--- src/lxrwc_pkg.sv ---
// Shared types, constants and codes for the LCG XOR-rotate word cipher.
package lxrwc_pkg;

  localparam logic [31:0] LcgMul = 32'd1664525;
  localparam logic [31:0] LcgAdd = 32'd1013904223;
  // floor(y / 3) == (y * Recip3) >> 13 for every 13-bit y
  localparam logic [11:0] Recip3 = 12'd2731;

  typedef enum logic [0:0] {
    REG_CIPHER_KEY   = 1'b0,
    REG_DECRYPT_MODE = 1'b1
  } cfg_reg_t;

  typedef enum logic [1:0] {
    ST_IDLE,
    ST_DRAW,
    ST_MOD,
    ST_CALC
  } state_t;

  typedef struct packed {
    logic        start_msg;
    logic [31:0] data_word;
    logic [2:0]  byte_count;
  } in_item_t;

  typedef struct packed {
    logic [31:0] result_word;
    logic [2:0]  result_count;
  } out_item_t;

endpackage

--- src/lxrwc_lcg.sv ---
// Generator seed register with its single multiply-add step unit.
module lxrwc_lcg (
  input  logic        clk,
  input  logic        rst,
  input  logic        load,
  input  logic [31:0] load_value,
  input  logic        step,
  output logic [31:0] seed_adv
);
  import lxrwc_pkg::*;

  logic [31:0] seed;

  assign seed_adv = seed * LcgMul + LcgAdd;

  always_ff @(posedge clk) begin
    if (rst) begin
      seed <= '0;
    end else if (load) begin
      seed <= load_value;
    end else if (step) begin
      seed <= seed_adv;
    end
  end

endmodule

--- src/lcg_xor_rotate_word_cipher.sv ---
// Top level of the LCG XOR-rotate word cipher.
// One word of byte_count bytes (1 to 4) is taken while the block is idle; the
// generator then advances one multiply-add step per cycle in ST_DRAW, with
// one draw for polarity, one for the rotate amount and one per key byte.
// ST_MOD then reduces the rotate amount and ST_CALC does the XOR and rotate
// into the output register; the block goes back to idle before it takes the
// next word, so a new word is not taken until the last one is through.
// A count of zero skips the draws and ST_MOD and goes straight to ST_CALC.
// The result only leaves the last stage once the output register is free. The
// block takes the next word while a finished result still waits in the output
// register.
module lcg_xor_rotate_word_cipher (
  input  logic                 clk,
  input  logic                 rst,
  input  logic                 in_valid,
  output logic                 in_stall,
  input  lxrwc_pkg::in_item_t  in_item,
  output logic                 out_valid,
  input  logic                 out_stall,
  output lxrwc_pkg::out_item_t out_item,
  input  logic                 cfg_valid,
  output logic                 cfg_ready,
  input  lxrwc_pkg::cfg_reg_t  cfg_index,
  input  logic [31:0]          cfg_data
);
  import lxrwc_pkg::*;

  state_t      state;
  state_t      state_next;
  logic [31:0] cipher_key;
  logic        decrypt_mode;
  logic [2:0]  cnt;
  logic [2:0]  idx;
  logic [31:0] x;
  logic [31:0] key;
  logic        pol;
  logic [15:0] amt_raw;
  logic [4:0]  amt;
  logic [31:0] seed_adv;

  logic        in_acc;
  logic        out_free;
  logic        gen_step;
  logic [2:0]  in_cnt;
  logic [31:0] in_mask;
  logic [31:0] mask;
  logic [5:0]  width;
  logic [12:0] hi13;
  logic [24:0] prod3;
  logic [11:0] quot3;
  logic [12:0] rem3;
  logic [4:0]  amt_mod;
  logic        rot_left;
  logic [31:0] pre;
  logic [63:0] dbl;
  logic [5:0]  shamt;
  logic [63:0] shifted;
  logic [31:0] rot;
  logic [31:0] res;

  assign cfg_ready = 1'b1;
  assign in_stall  = (state != ST_IDLE);
  assign in_acc    = in_valid && !in_stall;
  assign out_free  = !out_valid || !out_stall;
  assign gen_step  = (state == ST_DRAW);

  lxrwc_lcg u_lcg (
    .clk        (clk),
    .rst        (rst),
    .load       (in_acc && in_item.start_msg),
    .load_value (cipher_key),
    .step       (gen_step),
    .seed_adv   (seed_adv)
  );

  // saturate count above four
  assign in_cnt = (in_item.byte_count > 3'd4) ? 3'd4 : in_item.byte_count;

  always_comb begin
    unique case (in_cnt)
      3'd1:    in_mask = 32'h0000_00ff;
      3'd2:    in_mask = 32'h0000_ffff;
      3'd3:    in_mask = 32'h00ff_ffff;
      3'd4:    in_mask = 32'hffff_ffff;
      default: in_mask = 32'h0000_0000;
    endcase
  end

  always_comb begin
    unique case (cnt)
      3'd1:    mask = 32'h0000_00ff;
      3'd2:    mask = 32'h0000_ffff;
      3'd3:    mask = 32'h00ff_ffff;
      3'd4:    mask = 32'hffff_ffff;
      default: mask = 32'h0000_0000;
    endcase
  end

  assign width = {cnt, 3'b000};

  // amount modulo 24: 8 * ((raw >> 3) mod 3) + (raw & 7)
  assign hi13  = amt_raw[15:3];
  assign prod3 = {12'b0, hi13} * {13'b0, Recip3};
  assign quot3 = prod3[24:13];
  assign rem3  = hi13 - {quot3, 1'b0} - {1'b0, quot3};

  always_comb begin
    unique case (cnt)
      3'd1:    amt_mod = {2'b00, amt_raw[2:0]};
      3'd2:    amt_mod = {1'b0, amt_raw[3:0]};
      3'd3:    amt_mod = {rem3[1:0], amt_raw[2:0]};
      default: amt_mod = amt_raw[4:0];
    endcase
  end

  // rotate within width bits by shifting a doubled copy right
  assign rot_left = decrypt_mode ? !pol : pol;
  assign pre      = decrypt_mode ? x : (x ^ key);
  assign dbl      = {32'b0, pre} | ({32'b0, pre} << width);
  assign shamt    = rot_left ? (width - {1'b0, amt}) : {1'b0, amt};
  assign shifted  = dbl >> shamt;
  assign rot      = shifted[31:0] & mask;
  assign res      = decrypt_mode ? (rot ^ key) : rot;

  always_ff @(posedge clk) begin
    if (rst) begin
      state <= ST_IDLE;
    end else begin
      state <= state_next;
    end
  end

  always_comb begin
    state_next = state;
    unique case (state)
      ST_IDLE: begin
        if (in_acc) begin
          state_next = (in_cnt == 3'd0) ? ST_CALC : ST_DRAW;
        end
      end
      ST_DRAW: begin
        if (idx == cnt + 3'd1) begin
          state_next = ST_MOD;
        end
      end
      ST_MOD: begin
        state_next = ST_CALC;
      end
      ST_CALC: begin
        if (out_free) begin
          state_next = ST_IDLE;
        end
      end
      default: state_next = ST_IDLE;
    endcase
  end

  always_ff @(posedge clk) begin
    if (rst) begin
      cipher_key   <= '0;
      decrypt_mode <= 1'b0;
      out_valid    <= 1'b0;
    end else begin
      if (cfg_valid && cfg_ready) begin
        unique case (cfg_index)
          REG_CIPHER_KEY:   cipher_key   <= cfg_data;
          REG_DECRYPT_MODE: decrypt_mode <= cfg_data[0];
          default:          ;
        endcase
      end
      if (state == ST_CALC && out_free) begin
        out_valid <= 1'b1;
      end else if (!out_stall) begin
        out_valid <= 1'b0;
      end
    end
  end

  always_ff @(posedge clk) begin
    if (in_acc) begin
      cnt <= in_cnt;
      x   <= in_item.data_word & in_mask;
      key <= '0;
      amt <= '0;
      pol <= 1'b0;
      idx <= '0;
    end
    if (state == ST_DRAW) begin
      idx <= idx + 3'd1;
      priority if (idx == 3'd0) begin
        pol <= seed_adv[16];
      end else if (idx == 3'd1) begin
        amt_raw <= seed_adv[31:16];
      end else begin
        // first key byte drawn ends up most significant
        key <= {key[23:0], seed_adv[23:16]};
      end
    end
    if (state == ST_MOD) begin
      amt <= amt_mod;
    end
    if (state == ST_CALC && out_free) begin
      out_item.result_word  <= res;
      out_item.result_count <= cnt;
    end
  end

endmodule

--- config.mk ---
export PLATFORM = sky130hd
export DESIGN_NAME = lcg_xor_rotate_word_cipher
export DESIGN_NICKNAME = d
export VERILOG_FILES = /design/src/lxrwc_pkg.sv /design/src/lxrwc_lcg.sv /design/src/lcg_xor_rotate_word_cipher.sv
export SDC_FILE = /design/constraint.sdc
export NUM_CORES = 1
export LEC_CHECK = 0
export BUFFER_PORTS_ARGS = -buffer_cell sky130_fd_sc_hd__clkbuf_2
export CAP_MARGIN = 25
export CORE_UTILIZATION = 30
export DETAILED_ROUTE_END_ITERATION = 8
export HOLD_SLACK_MARGIN = 0.08
export PLACE_DENSITY = 0.57
export SETUP_SLACK_MARGIN = 0.2
export SLEW_MARGIN = 25
export SYNTH_ARGS = -nofsm -noshare
export SYNTH_HDL_FRONTEND = slang
export SYNTH_SLANG_ARGS = --single-unit
--- constraint.sdc ---
create_clock -name clk -period 7.3 [get_ports clk]
set_input_delay 1.46 -clock clk [delete_from_list [all_inputs] [get_ports clk]]
set_output_delay 1.46 -clock clk [all_outputs]
set_load 0.05 [all_outputs]
======== Word level (Yosys, flattened, before mapping) ========
Index checks and enable logic that the tools add are counted.
Widths: inputs -> output; s select.
storage, ports and cells
  output and inout port bits .............. 38
  register bits after elaboration ......... 195
  word-level logic and storage cells ...... 96
cells by class
  magnitude comparators ................... 1
  shift-type cells ........................ 2
  $add $sub $neg .......................... 6
  equal/unequal tests ..................... 17
  multipliers ............................. 2
  reduce and logical (&&, ||, !) cells .... 19
  mux-type cells .......................... 28
  bitwise operators ....................... 7
operator list
  kind                    count
  $mux 32                 8
  $pmux 32 s4             2
  $and 32x32->32          2
  $or 32x64->64           1
  $shl 32x6->64           1
  $shr 64x6->32           1
  $xor 32x32->32          2
  $add 32x30->32 const B  1
  $mul 32x21->32 const B  1
  $mul 13x12->15 const B  1
  $pmux 5 s3              1
  $eq 3x2->1 const B      4
  $mux 5                  2
  $eq 3x1->1 const B      3
  $mux 3                  3
  $mux 2                  4
  $pmux 2 s4              1
  $reduce_bool 2->1       4
  $add 3x1->3 const B     2
  $eq 3x3->1 const B      2
  $logic_not 3->1         2
  $mux 1                  6
  $mux 6                  1
  $reduce_and 3->1        2
  other kinds (14)        25

======== Logic depth before layout (Yosys ltp) ========
  word-level depth ........................ 8
  mapped depth ............................ 25
  mapped depth without buffers ............ 25

======== Hierarchy ========
From an unflattened synthesis, not the netlist that was laid out.
second synthesis, totals
  cells, all modules ...................... 2,821
  area total of the unflattened synthesis .. 24,363.4 sq um
by module, submodules not included
  module                      seq. area each (sq um)  cells an instance  area an instance (sq um)  times used
  lcg_xor_rotate_word_cipher  4,204.0                 1,885              15,846.4                  1
  lxrwc_lcg                   640.6                   936                8,516.9                   1

======== Worst setup path before layout ========
Ideal clock, no wire load.
  path kind ............................... flip-flop to flip-flop
  start point ............................. register u_lcg.seed[1]
  end point ............................... register amt_raw[15], data pin
  period minus slack after synthesis ...... 5.917 ns
  path buffers ............................ 0
  arrival ................................. 5.661 ns
  path slack .............................. 1.383 ns
  stages on the path, launching flop included .. 22
  data required time ...................... 7.044 ns
  cells stage by stage .................... dfxtp_1 > inv_1 > ha_1 > xnor2_1 > xnor2_1 > fa_1 > inv_1 > fa_1 > fa_1 > fa_1 > fa_1 > ha_1 > a21o_1 > a21o_1 > a21o_1 > a21oi_1 > o21bai_1 > nor4_1 > o21bai_1 > a21oi_1 > xor2_1 > inv_1
between the ends
  cells in the longest elaborated chain, start to end .. 2
RTL lines
  element                 line                               source
  from (decl)             lxrwc_lcg.sv:12                    logic [31:0] seed;
  from (signal assigned)  lxrwc_lcg.sv:20                    seed <= load_value;
  from (signal assigned)  lxrwc_lcg.sv:22                    seed <= seed_adv;
  $mul 32x21->32          lxrwc_lcg.sv:14                    assign seed_adv = seed * LcgMul + LcgAdd;
  $add 32x30->32          lxrwc_lcg.sv:14
  via seed_adv[31]        lcg_xor_rotate_word_cipher.sv:39   logic [31:0] seed_adv;
  to (signal assigned)    lcg_xor_rotate_word_cipher.sv:193  amt_raw <= seed_adv[31:16];
  to (decl)               lcg_xor_rotate_word_cipher.sv:37   logic [15:0] amt_raw;
The timed path passes the listed nets, and every way through them passes these cells.
A chain may end at the register's enable or synchronous reset.

======== Worst setup path in the final report ========
Ends and elaborated chain as after synthesis.

==> impl_metrics.toml <==
[cts]
cts_setup_buffers = 0
postCtsHoldBufs = 0
cts-htree-levels = 4
clkTransAtPathRegs_ps = 80
clock_path_buffers = 2
clkLatencyLatePin_ps = 520
cts-root-buf = "clkbuf_16"
numCtsBuffers = 17
clkSinkCount = 195
cts_tree = "built"
cts.repair.resized = 0

[die]
ios = 112
rows = 102
initial_core_util_pct = 30.56
die_x_um = 283.9
core_um2 = 77980
die_area_um2 = 80570
die_y_um = 283.9

[timing]
clock_skew_ps = 27.99
period_needed_ps = 6539
drv_slew = 0
fmax_mhz = 152.9
fin_setup_tns_ps = 0
setup_violations = 0
max_slew.worst_pin.slew_ps = 1185
relSlewSlack_pct = 20.77
min_period_over_period_pct = 89.58
rsz0062_at_grt = "no"
hold_viol = 0

[worst_setup_path]
r2r_start = "u_lcg.seed[1]"
path_buf_inv = 3
cp.required_ps = 7570
start_kind = "flip-flop"
worst_path_most_repeated_cell = "fa_1"
worstSetupEndpointType = "flip-flop"
critPathLaunch = "u_lcg.seed[1]"
slowest_delay_ps = 600
cp.depth = 21
arrival_ps = 6810
cpMaxStageDelayCell = "dfxtp_1"
crit_type = "flip-flop to flip-flop"
path_max_fanout = 11
crit_chain = "inv_1 > ha_1 > xnor2_1 > xnor2_1 > fa_1 > inv_1 > fa_1 > fa_1 > fa_1 > fa_1 > ha_1 > a21o_1 > a21o_1 > a21o_1 > a21oi_1 > o21bai_1 > nor4_1 > o21bai_1 > a21oi_1 > xor2_1 > inv_1"
reg2reg_depth = 21
critPathTopFamily = "adder cells"

[detailed_routing]
via_count = 20860
drc = 0
avgRoutedWirePerCell_um = 22.38
ant_nets = 0
drt-initial-drc-count = 2270
dr.pass1.iters = 6
drt_wl_total_um = 85950
vias_per_cell = 5.432

[synthesis]
netlist_instances = 2768
seq_area_frac_synth_pct = 20.33
ys_warn_count = 0
synth.avg_cell_area_um2 = 8.610
synthArstFlopShare_pct = 0
synth_top_area_share_pct = 14.11
synth_edf_count = 94
synth_nets = 3237
ys_ff_latch = 195
synth_area_leaders = "fa_1 (14%), ha_1 (12%), edfxtp_1 (12%), dfxtp_1 (8.5%), inv_1 (6.0%)"
ys.flop_type = "dfxtp_1"
yosysUniqueCellTypes = 103
yosysTopAreaCell = "fa_1"
synth_area_um2 = 23830

[layout]
drive_above_1_share_pct = 10.00
register_area_um2 = 4848
nNetsFinal = 3256
multi_input_area_um2 = 16930
fillers = 8185
diodes = 0
syn_to_final_growth_pct = 9.177

[placed_design]
dp_hpwl_um = 68830
gp_congestion = 1.022
io_buffers = 110

[grt]
grt_max_degree = 64
grt_pass1_vias = 20130
grt_usage_pct = 21.17
grt_overflow = 0
antenna_found_initial = 1
grt_pass1_wl_um = 129100

[min_path]
hold_depth = 2
min-delay-start = "cipher_key[30]"
hp-class = "flip-flop to flip-flop"

[outcome]
status = "complete, no violations"

[job]
drv_cap = 0
[worst register-to-register path, cell delays in order (launching register included)]
cell and delay, ps:
dfxtp_1 600, inv_1 190, ha_1 390, xnor2_1 370, xnor2_1 180, fa_1 530
inv_1 50, fa_1 490, fa_1 420, fa_1 510, fa_1 420, ha_1 370
a21o_1 210, a21o_1 170, a21o_1 170, a21oi_1 210, o21bai_1 140, nor4_1 290
o21bai_1 130, a21oi_1 180, xor2_1 200, inv_1 60
[placed cells by master, fill, tap and decap left out, types with 32 or more instances in the layout]
master	instances
mux2i_1	81
fa_1	168
edfxtp_1	94
o21ai_0	92
o22ai_1	42
clkbuf_2	110
o211ai_1	32
dfxtp_1	100
a21oi_1	134
ha_1	226
inv_1	383
nor2b_1	73
a211oi_1	47
buf_4	43
nor2_1	149
nand2_1	292
nor3_1	42
xnor2_1	110
nand3_1	88
[Yosys cell counts, types with 23 or more instances]
| cell type | instances |
|---|---|
| dfxtp_1 | 101 |
| ha_1 | 227 |
| o22ai_1 | 42 |
| buf_2 | 27 |
| fa_1 | 168 |
| a211oi_1 | 47 |
| edfxtp_1 | 94 |
| nor3_1 | 42 |
| xnor2_1 | 112 |
| and2_1 | 23 |
| a221oi_1 | 24 |
| nand3_1 | 88 |
| nor2b_1 | 74 |
| o211ai_1 | 32 |
| a31oi_1 | 27 |
| a22oi_1 | 29 |
| o21ai_0 | 93 |
| nand2_1 | 293 |
| clkbuf_1 | 98 |
| nor2_1 | 149 |
| mux2i_1 | 83 |
| inv_1 | 384 |
| a21oi_1 | 134 |
[layout make-up]
class	count	share of cell area, %
Clock buffer	21	1.895
Clock inverter	11	0.4520
Multi-Input combinational cell	2035	65.05
Tap cell	1040	5.001
Timing Repair Buffer	154	3.433
Inverter	384	5.540
Sequential cell	195	18.63
[layer usage]
metal  up-vias  global-route usage [%]  share of wire [%]
li1       9675                       -                  -
met1     10170                   29.51                 45
met2       845                   31.69                 43
met3       163                   4.928                8.5
met4         2                   7.541                3.5
met5         -                       0              0.020
[final timing paths]
check | endpoint | slack, ps
min reg2reg | cipher_key[30] | 460
max reg2reg | amt_raw[15] | 760
min | cipher_key[30] | 460
max | amt_raw[15] | 760
[flip-flops by register name, indices dropped and copies added (netlist names)]
name and cells:
out_item 35, cipher_key 32, key 32, u_lcg.seed 32, x 32, amt_raw 16, amt 5, cnt 3
idx 3, state 2, decrypt_mode 1, out_valid 1, pol 1
[through the flow]
step / hold slack [ps] / setup slack, ps / cells / util [%] / cell area (um2)
global route: 475.8 / 304.4 / 3840 / 33.37 / 26020
global placement: 443.0 / 911.1 / 3807 / 32.56 / 25390
detailed placement: 447.8 / 626.0 / 3807 / 32.57 / 25400
floorplan: 433.2 / 1383 / 2768 / - / 23830
finish: 458.5 / 760.8 / 3840 / 33.37 / 26020
CTS: 460.1 / 614.6 / 3839 / 33.36 / 26010
[cell families (layout without fill, tap and decap cells)]
| kind of cell | count (synthesis) | after routing | share of synthesized area (%) |
|---|---|---|---|
| and+or+nand+nor | 763 | 763 | 15.18 |
| adders and majority gates | 395 | 395 | 26.03 |
| DFF | 195 | 195 | 20.33 |
| AOI/OAI and AO/OA | 617 | 617 | 17.84 |
| muxes | 129 | 129 | 6.683 |
| other | 1 | 1 | 0.01573 |
| buffers and inverters | 538 | 570 | 9.067 |
| xor gates and xnor gates | 130 | 130 | 4.856 |
Power is not shown: default switching activity piles up to over one toggle a cycle in this logic, so the estimate is an artifact.
